==> config.mk <==
export PLATFORM = sky130hd
export DESIGN_NAME = low_power_listen_tx_control
export DESIGN_NICKNAME = d
export VERILOG_FILES = /design/src/lpltx_pkg.sv /design/src/low_power_listen_tx_control.sv
export SDC_FILE = /design/constraint.sdc
export NUM_CORES = 1
export LEC_CHECK = 0
export ABC_AREA = 1
export BUFFER_PORTS_ARGS = -buffer_cell sky130_fd_sc_hd__buf_2
export CAP_MARGIN = 5
export CORE_ASPECT_RATIO = 0.9
export CORE_MARGIN = 8
export CORE_UTILIZATION = 25
export CTS_CLUSTER_DIAMETER = 60
export DETAILED_ROUTE_END_ITERATION = 7
export GPL_TIMING_DRIVEN = 0
export SETUP_SLACK_MARGIN = 0.1
export SLEW_MARGIN = 20
export SYNTH_ARGS = -nofsm -noshare
export SYNTH_HDL_FRONTEND = slang
export SYNTH_SLANG_ARGS = --single-unit
export TNS_END_PERCENT = 20
==> constraint.sdc <==
create_clock -name clk -period 2.1 [get_ports clk]
set_input_delay 0.315 -clock clk [delete_from_list [all_inputs] [get_ports clk]]
set_output_delay 0.315 -clock clk [all_outputs]
set_load 0.05 [all_outputs]
==> src/lpltx_pkg.sv <==
package lpltx_pkg;

	// transmit phase
	typedef enum logic [1:0] {
		PH_IDLE    = 2'd0,
		PH_SEND    = 2'd1,
		PH_EXPIRED = 2'd2
	} phase_t;

	// input opcodes
	localparam logic [1:0] OP_TX_REQ   = 2'd0;
	localparam logic [1:0] OP_SEND_DONE = 2'd1;
	localparam logic [1:0] OP_TICK     = 2'd2;
	localparam logic [1:0] OP_UNUSED   = 2'd3;

	// result actions
	localparam logic ACT_SEND   = 1'b0;
	localparam logic ACT_REPORT = 1'b1;

	// report codes
	localparam logic [1:0] RC_SUCCESS = 2'd0;
	localparam logic [1:0] RC_FAILED  = 2'd1;
	localparam logic [1:0] RC_BUSY    = 2'd2;

	// configuration register indexes
	localparam logic [1:0] CFG_LISTEN_ENABLED = 2'd0;
	localparam logic [1:0] CFG_LISTEN_WINDOW  = 2'd1;
	localparam logic [1:0] CFG_WAKEUP_INTERVAL = 2'd2;

	localparam logic [7:0] MAX_FRAME_LEN = 8'd127;

	localparam int LEN_W   = 7;
	localparam int TIMER_W = 18;
	localparam int US_W    = 16;

	typedef struct packed {
		logic [1:0]       report_code;
		logic [LEN_W-1:0] send_length;
		logic             action;
	} result_t;

endpackage

==> src/low_power_listen_tx_control.sv <==
// Channel   Dir  Bits  Contents (lowest bit first)
// s_axis    in   16    opcode[1:0], frame_length[8:2], needs_ack[9], send_ok[10], zero fill
// m_axis    out  16    action[0], send_length[7:1], report_code[9:8], zero fill
// cfg       in   2/16  cfg_we, cfg_index, cfg_data
//
// One word per cycle sustained while m_axis is not stalled; a result passes through the
// input register, then the result register, from which it shows on m_axis. Words that
// produce no result are dropped as they leave the input register.
// arst_n clears all control state and the configuration.
// A stall on m_axis holds the result register; s_axis keeps accepting while the
// input register is empty or moving on.
module low_power_listen_tx_control
	import lpltx_pkg::*;
(
	input  logic        clk,
	input  logic        arst_n,
	input  logic        s_axis_tvalid,
	output logic        s_axis_tready,
	input  logic [15:0] s_axis_tdata,  // opcode, frame_length, needs_ack, send_ok
	output logic        m_axis_tvalid,
	input  logic        m_axis_tready,
	output logic [15:0] m_axis_tdata,  // action, send_length, report_code
	input  logic        cfg_we,
	input  logic [1:0]  cfg_index,
	input  logic [15:0] cfg_data
);

	// configuration
	logic              listen_enabled_q;
	logic [US_W-1:0]   listen_window_q;
	logic [US_W-1:0]   wakeup_interval_q;

	// controller state
	phase_t              phase_q, phase_d;
	logic [TIMER_W-1:0]  countdown_q, countdown_d;
	logic                timer_running_q, timer_running_d;
	logic                held_needs_ack_q, held_needs_ack_d;
	logic [LEN_W-1:0]    held_length_q, held_length_d;

	// input stage
	logic             valid_s1;
	logic [1:0]       opcode_s1;
	logic [LEN_W-1:0] frame_length_s1;
	logic             needs_ack_s1;
	logic             send_ok_s1;

	// result stage
	logic    valid_s2;
	result_t result_s2;

	result_t          result_d;
	logic             has_result;
	logic             advance_s1;
	logic [LEN_W-1:0] clamped_len;

	assign advance_s1    = valid_s1 && (!valid_s2 || m_axis_tready);
	assign s_axis_tready = !valid_s1 || advance_s1;

	always_ff @(posedge clk or negedge arst_n) begin
		if (!arst_n) begin
			listen_enabled_q  <= 1'b0;
			listen_window_q   <= '0;
			wakeup_interval_q <= '0;
		end else if (cfg_we) begin
			unique case (cfg_index)
				CFG_LISTEN_ENABLED:  listen_enabled_q  <= cfg_data[0];
				CFG_LISTEN_WINDOW:   listen_window_q   <= cfg_data;
				CFG_WAKEUP_INTERVAL: wakeup_interval_q <= cfg_data;
				default: ;
			endcase
		end
	end

	always_ff @(posedge clk or negedge arst_n) begin
		if (!arst_n) begin
			valid_s1 <= 1'b0;
		end else if (s_axis_tready) begin
			valid_s1 <= s_axis_tvalid;
		end
	end

	always_ff @(posedge clk) begin
		if (s_axis_tvalid && s_axis_tready) begin
			opcode_s1       <= s_axis_tdata[1:0];
			frame_length_s1 <= s_axis_tdata[8:2];
			needs_ack_s1    <= s_axis_tdata[9];
			send_ok_s1      <= s_axis_tdata[10];
		end
	end

	// saturate the requested length
	assign clamped_len = ({1'b0, frame_length_s1} > MAX_FRAME_LEN) ?
		MAX_FRAME_LEN[LEN_W-1:0] : frame_length_s1;

	// next state
	always_comb begin
		phase_d          = phase_q;
		countdown_d      = countdown_q;
		timer_running_d  = timer_running_q;
		held_needs_ack_d = held_needs_ack_q;
		held_length_d    = held_length_q;
		case (opcode_s1)
			OP_TX_REQ: begin
				if (listen_enabled_q && phase_q == PH_IDLE) begin
					phase_d          = PH_SEND;
					held_length_d    = clamped_len;
					held_needs_ack_d = needs_ack_s1;
					countdown_d      = TIMER_W'(wakeup_interval_q)
						+ {1'b0, listen_window_q, 1'b0};
					timer_running_d  = 1'b1;
				end
			end
			OP_SEND_DONE: begin
				if (listen_enabled_q && phase_q != PH_IDLE) begin
					if (held_needs_ack_q && send_ok_s1) begin
						phase_d         = PH_IDLE;
						timer_running_d = 1'b0;
						countdown_d     = '0;
					end else if (phase_q == PH_EXPIRED) begin
						phase_d = PH_IDLE;
					end
				end
			end
			OP_TICK: begin
				if (timer_running_q) begin
					if (countdown_q <= TIMER_W'(1)) begin
						countdown_d     = '0;
						timer_running_d = 1'b0;
						if (phase_q == PH_SEND)
							phase_d = PH_EXPIRED;
					end else begin
						countdown_d = countdown_q - TIMER_W'(1);
					end
				end
			end
			default: ;
		endcase
	end

	// result
	always_comb begin
		has_result = 1'b0;
		result_d   = '0;
		case (opcode_s1)
			OP_TX_REQ: begin
				has_result = 1'b1;
				if (listen_enabled_q && phase_q != PH_IDLE) begin
					result_d.action      = ACT_REPORT;
					result_d.report_code = RC_BUSY;
				end else begin
					result_d.action      = ACT_SEND;
					result_d.send_length = clamped_len;
				end
			end
			OP_SEND_DONE: begin
				if (!listen_enabled_q) begin
					has_result           = 1'b1;
					result_d.action      = ACT_REPORT;
					result_d.report_code = send_ok_s1 ? RC_SUCCESS : RC_FAILED;
				end else if (phase_q != PH_IDLE) begin
					has_result = 1'b1;
					if (held_needs_ack_q && send_ok_s1) begin
						result_d.action      = ACT_REPORT;
						result_d.report_code = RC_SUCCESS;
					end else if (phase_q == PH_EXPIRED) begin
						result_d.action      = ACT_REPORT;
						result_d.report_code = held_needs_ack_q ? RC_FAILED : RC_SUCCESS;
					end else begin
						result_d.action      = ACT_SEND;
						result_d.send_length = held_length_q;
					end
				end
			end
			default: ;
		endcase
	end

	always_ff @(posedge clk or negedge arst_n) begin
		if (!arst_n) begin
			phase_q          <= PH_IDLE;
			countdown_q      <= '0;
			timer_running_q  <= 1'b0;
			held_needs_ack_q <= 1'b0;
			held_length_q    <= '0;
		end else if (advance_s1) begin
			phase_q          <= phase_d;
			countdown_q      <= countdown_d;
			timer_running_q  <= timer_running_d;
			held_needs_ack_q <= held_needs_ack_d;
			held_length_q    <= held_length_d;
		end
	end

	always_ff @(posedge clk or negedge arst_n) begin
		if (!arst_n) begin
			valid_s2 <= 1'b0;
		end else if (advance_s1) begin
			valid_s2 <= has_result;
		end else if (m_axis_tready) begin
			valid_s2 <= 1'b0;
		end
	end

	always_ff @(posedge clk) begin
		if (advance_s1 && has_result)
			result_s2 <= result_d;
	end

	assign m_axis_tvalid = valid_s2;
	assign m_axis_tdata  = {6'd0, result_s2};

endmodule

* Yosys cells after proc, flatten, opt, wreduce, memory -nomap -nowiden
Index checks and enable logic that the tools add are counted.
** Storage, ports and cells
- Register bits :: 85
- Bits in latches :: 0
- RAM bits :: 0
- Memory bits (read-only) :: 0
- Input port bits :: 39
- Output and inout bits :: 18
- Word-level logic and storage cells :: 97
- Memories kept :: 0
** Cells by class
- Add/sub/neg operators :: 2
- Multiply operators :: 0
- Div/mod/pow operators :: 0
- $lt $le $gt $ge :: 1
- Eq/ne operators :: 13
- Shifts and indexed selects :: 0
- Multiplexer cells :: 41
- Bitwise gates (word level) :: 0
- Reduce and logical (&&, ||, !) cells :: 23
** Operator list (number)
- $mux W18 :: 5
- $pmux W18 S3 :: 1
- $mux W7 :: 4
- $pmux W10 S2 :: 1
- $add A16 B17 Y18 :: 1
- $le A18 B1 Y1 const B :: 1
- $mux W2 :: 9
- $sub A18 B1 Y18 const B :: 1
- $mux W1 :: 17
- $ne A2 B2 Y1 const B :: 6
- $mux W10 :: 1
- $reduce_and A8 Y1 :: 1
- $eq A2 B1 Y1 const B :: 3
- $eq A2 B2 Y1 const B :: 3
- $logic_and A1 B1 Y1 :: 6
- $logic_not A2 Y1 :: 3
- $pmux W2 S3 :: 1
- $reduce_and A2 Y1 :: 3
- $reduce_and A6 Y1 :: 1
- $reduce_and A5 Y1 :: 1
- $reduce_bool A2 Y1 :: 2
- $ne A3 B3 Y1 const B :: 1
- $pmux W1 S3 :: 1
- $reduce_and A3 Y1 :: 1
- 4 further kinds :: 6

* Longest topological paths before layout
- Depth in word-level cells :: 6
- Mapped depth :: 13
- Depth with buffers taken out :: 13

* Least setup slack after synthesis
No wires, ideal clock.
- Path type :: flip-flop to flip-flop
- Start :: reg valid_s2 (netlist: m_axis_tvalid)
- End :: reg frame_length_s1[0] (netlist: clamped_len[0]) (enable)
- Setup time :: 290 ps
- Data arrival time :: 1567 ps
- Data required time :: 1810 ps
- Slack :: 243 ps
- Cell stages (with the launch flop) :: 4
- Path buffers :: 0
- Clock period less this slack :: 1857 ps
- Cells stage by stage :: dfrtp_1 > nand3_1 > nand2_1 > inv_1
** Between the ends
- Cells in the longest elaborated chain, start to end :: 5
** RTL lines
- start, declared :: RTL line low_power_listen_tx_control.sv:48 : logic valid_s2;
- start signal, assigned :: RTL line low_power_listen_tx_control.sv:198 : valid_s2 <= has_result;
- $logic_not A1 Y1 :: RTL line low_power_listen_tx_control.sv:56 : assign advance_s1 = valid_s1 && (!valid_s2 || m_axis_tready);
- $logic_or A1 B1 Y1 :: RTL line low_power_listen_tx_control.sv:56
- $logic_and A1 B1 Y1 :: RTL line low_power_listen_tx_control.sv:56
- $logic_or A1 B1 Y1 :: RTL line low_power_listen_tx_control.sv:57 : assign s_axis_tready = !valid_s1 || advance_s1;
- named net s_axis_tready :: RTL line low_power_listen_tx_control.sv:18 : output logic s_axis_tready,
- $logic_and A1 B1 Y1 :: RTL line low_power_listen_tx_control.sv:83 : if (s_axis_tvalid && s_axis_tready) begin
- end signal, assigned :: RTL line low_power_listen_tx_control.sv:85 : frame_length_s1 <= s_axis_tdata[8:2];
- end, declared :: RTL line low_power_listen_tx_control.sv:43 : logic [LEN_W-1:0] frame_length_s1;
The timed path passes the listed nets, and every way through them passes these cells.
A chain may end at the register's enable or synchronous reset.

* Final worst setup path
- Start :: reg listen_window_q[4]
- End :: reg countdown_q[6]
** Between the ends
- Cells in the longest elaborated chain, start to end :: 3
** RTL lines
- start, declared :: RTL line low_power_listen_tx_control.sv:30 : logic [US_W-1:0] listen_window_q;
- start signal, assigned :: RTL line low_power_listen_tx_control.sv:67 : CFG_LISTEN_WINDOW: listen_window_q <= cfg_data;
- $add A16 B17 Y18 :: RTL line low_power_listen_tx_control.sv:109 : + {1'b0, listen_window_q, 1'b0};
- $mux W18 :: RTL line low_power_listen_tx_control.sv:104 : if (listen_enabled_q && phase_q == PH_IDLE) begin
- $pmux W18 S3 :: RTL line low_power_listen_tx_control.sv:102 : case (opcode_s1)
- end signal, assigned :: RTL line low_power_listen_tx_control.sv:187 : countdown_q <= countdown_d;
- end, declared :: RTL line low_power_listen_tx_control.sv:35 : logic [TIMER_W-1:0] countdown_q, countdown_d;
No other way between the ends. The select of a mux whose other input is x is not followed.

==> results.sh <==
export IMPL_grt_pass1_wl_um=19400
export IMPL_synth_most_common_cell="nand2_1"
export IMPL_hold_viol=0
export IMPL_h_tree_depth=3
export IMPL_die_y_um=151
export IMPL_synthArstFlopShare=0.753
export IMPL_peakVddDrop_v=0.000489
export IMPL_crit_required_ns=2.33
export IMPL_n_antenna_cell=0
export IMPL_synth_area_leaders="dfrtp_1, nand2_1, edfxtp_1"
export IMPL_cts_tree="done"
export IMPL_layout_drive_gt1_share=0.150
export IMPL_synthAdderAreaFrac=0.0561
export IMPL_antenna_found_initial=0
export IMPL_grt_pass1_vias=4067
export IMPL_clkSinkCount=85
export IMPL_synth_seq_area_share=0.443
export IMPL_vias=4191
export IMPL_clock_latency_ns=0.34
export IMPL_first_iter_violations=188
export IMPL_rsz0062_at_grt="yes"
export IMPL_syn2layout_area_growth_pct=18.5
export IMPL_synth_ff_type="dfrtp_1"
export IMPL_drc=0
export IMPL_synth_compound_area_frac=0.0856
export IMPL_maxCapViolations=0
export IMPL_drt_wl_total_um=11500
export IMPL_root_buffer="clkbuf_16"
export IMPL_synth_top_area_share=0.318
export IMPL_die_w_um=166
export IMPL_numCtsBuffers=9
export IMPL_outcome="finished, final reports clean"
export IMPL_netlist_area_sq_um=5040
export IMPL_synth_xor_area_share=0.0278
export IMPL_track_usage=0.0938
export IMPL_tns_ns=0
export IMPL_io_pins=57
export IMPL_grt_ovfl_total=0
export IMPL_max_freq_mhz=534
export IMPL_port_buffers=45
export IMPL_synth_simple_area_share=0.294
export IMPL_drv_slew=0
export IMPL_period_needed_ns=1.87
export IMPL_power_density_nw_per_um2=1050
export IMPL_synth_commonest_cells="nand2_1, inv_1, dfrtp_1"
export IMPL_ant_nets=0
export IMPL_pre_cts_ws_ns=0.0863
export IMPL_place_gp_congestion=0.803
export IMPL_synth_edf_count=21
export IMPL_path_max_fanout=5
export IMPL_synth_top_family_by_area="simple AND/OR/NAND/NOR gates"
export IMPL_core_sq_um=19900
export IMPL_tightest_slew_ns=0.530
export IMPL_synth_top_cell_by_area="dfrtp_1"
export IMPL_first_pass_iters=5
export IMPL_rows=49
export IMPL_crit_path_start_kind="flop"
export IMPL_layout_nets=787
export IMPL_total_power_mw=6.24
export IMPL_hp_class="primary input to flop"
export IMPL_setup_ws_ns=0.229
export IMPL_finalClockSkew_ns=0.0107
export IMPL_synth_cell_type_count=41
export IMPL_path_clk_slew_ns=0.07
export IMPL_netlist_instances=662
export IMPL_crit_arrival_ns=2.10
export IMPL_avgSynthCellArea_sq_um=7.62
export IMPL_vias_per_cell=4.25
export IMPL_dieArea_sq_um=25000
export IMPL_grt_max_degree=37
export IMPL_final_period_utilization=0.891
export IMPL_leakagePower_nw=2.97
export IMPL_dp_hpwl_um=8910
export IMPL_setup_viol=0
export IMPL_critPathKind="flop to flop"
export IMPL_clk_path_buf_depth=2
export IMPL_yosys_warnings=0
export IMPL_initial_core_util=0.254
export IMPL_max_slew_margin=0.646
export IMPL_wire_per_inst_um=11.7
export IMPL_ys_ff_latch=85
export IMPL_cp_end_kind="flop"
export IMPL_muxShareOfSynthArea=0
==> final cells by class <==
type	count	area, sq um
fillers	2180	13900
multi-input cells	470	2390
flip-flops and latches	85	2230
inverters	94	362
well taps	255	319
repair buffers	48	265
clock buffers	9	225
plain buffers	18	115
clock inverters	7	67.6
==> placed cells by master, fill, tap and decap left out, types with 3 or more instances in the layout <==
| master | Yosys | final |
|---|---|---|
| a21oi_1 | 17 | 16 |
| buf_2 | 1 | 46 |
| buf_4 | 9 | 11 |
| clkbuf_1 | 7 | 6 |
| clkbuf_16 | 0 | 9 |
| conb_1 | 1 | 6 |
| dfrtp_1 | 64 | 64 |
| edfxtp_1 | 21 | 21 |
| ha_1 | 21 | 18 |
| ha_2 | 0 | 3 |
| inv_1 | 89 | 88 |
| inv_2 | 2 | 3 |
| inv_6 | 1 | 5 |
| nand2_1 | 205 | 205 |
| nand2_2 | 4 | 4 |
| nand3_1 | 45 | 42 |
| nand3_2 | 1 | 4 |
| nand3b_1 | 3 | 3 |
| nand4_1 | 4 | 4 |
| nor2_1 | 62 | 61 |
| nor2_2 | 4 | 5 |
| nor2_4 | 3 | 3 |
| nor3_1 | 4 | 4 |
| o21ai_0 | 55 | 55 |
| or2_2 | 3 | 3 |
| xnor2_1 | 8 | 8 |
| xor2_1 | 8 | 8 |
==> worst max-delay path, stage by stage, from the launching register on <==
cell     delay [ns]
dfrtp_1        0.39
ha_1           0.37
nand2_1        0.13
inv_1          0.05
nand2_1        0.06
nand3_1        0.16
or2_2          0.31
nand3_1        0.07
nand2_1        0.07
nor2_1         0.11
nor2_1         0.04
==> sequential cells by signal, indices dropped and copies added, names as in the netlist <==
signal,cells
listen_window_q,16
needs_ack_s1,1
m_axis_tvalid,1
held_length_q,7
wakeup_interval_q,16
valid_s1,1
m_axis_tdata,10
listen_enabled_q,1
held_needs_ack_q,1
phase_q,2
timer_running_q,1
clamped_len,7
opcode_s1,2
send_ok_s1,1
countdown_q,18
==> layer usage <==
metal  vias to the layer above  part of all wire  GRT usage
li1                       2210                 -          -
met4                         0             0.015     0.0356
met3                        10             0.024     0.0175
met1                      1910              0.50      0.120
met2                        61              0.46      0.155
met5                         -                 0          0
==> repair_timing <==
action,in CTS,in global routing
hold endpoints to repair,28,0
setup endpoints to repair,4,27
buffers inserted,0,1
hold buffers,1,0
pin swaps,0,2
resized for setup,1,12
==> power breakdown <==
part           internal (mW)  leakage [nW]  switching [mW]
clock network          0.831         0.140           0.729
logic                  0.819          1.83            1.40
registers               2.12         0.992           0.341
==> metrics by stage <==
stage | area (sq um) | util | hold WS, ns | std cells
2_1_floorplan | 5060 | - | 0.0194 | 667
3_3_place_gp | 5610 | 0.282 | 0.457 | 967
3_5_place_dp | 5630 | 0.283 | 0.286 | 968
4_1_cts | 5930 | 0.299 | 0.129 | 985
5_1_grt | 5970 | 0.301 | 0.123 | 986
6_report | 5970 | 0.301 | 0.146 | 986
==> logic make-up (layout without fill, tap and decap cells) <==
logic type	Yosys count	count (layout)
AOI/OAI and AO/OA	82	82
xor gates and xnor gates	16	16
adders and majority gates	22	22
buffers and inverters	112	176
DFF	85	85
other	1	6
and+or+nand+nor	344	344
==> final timing paths <==
kind | start | end | slack (ns) | cells after the start
max in group asynchronous | arst_n | held_length_q[0] | 1.11 | 3
worst max register to register | listen_window_q[4] | countdown_q[6] | 0.23 | 10
worst min register to register | needs_ack_s1 | held_needs_ack_q | 0.47 | 2
min in group asynchronous | arst_n | wakeup_interval_q[11] | 0.46 | 2
worst min-delay path | s_axis_tdata[3] | clamped_len[1] | 0.15 | 1
worst max-delay path | listen_window_q[4] | countdown_q[6] | 0.23 | 10
Note: power is estimated with default switching activity, not from simulation.
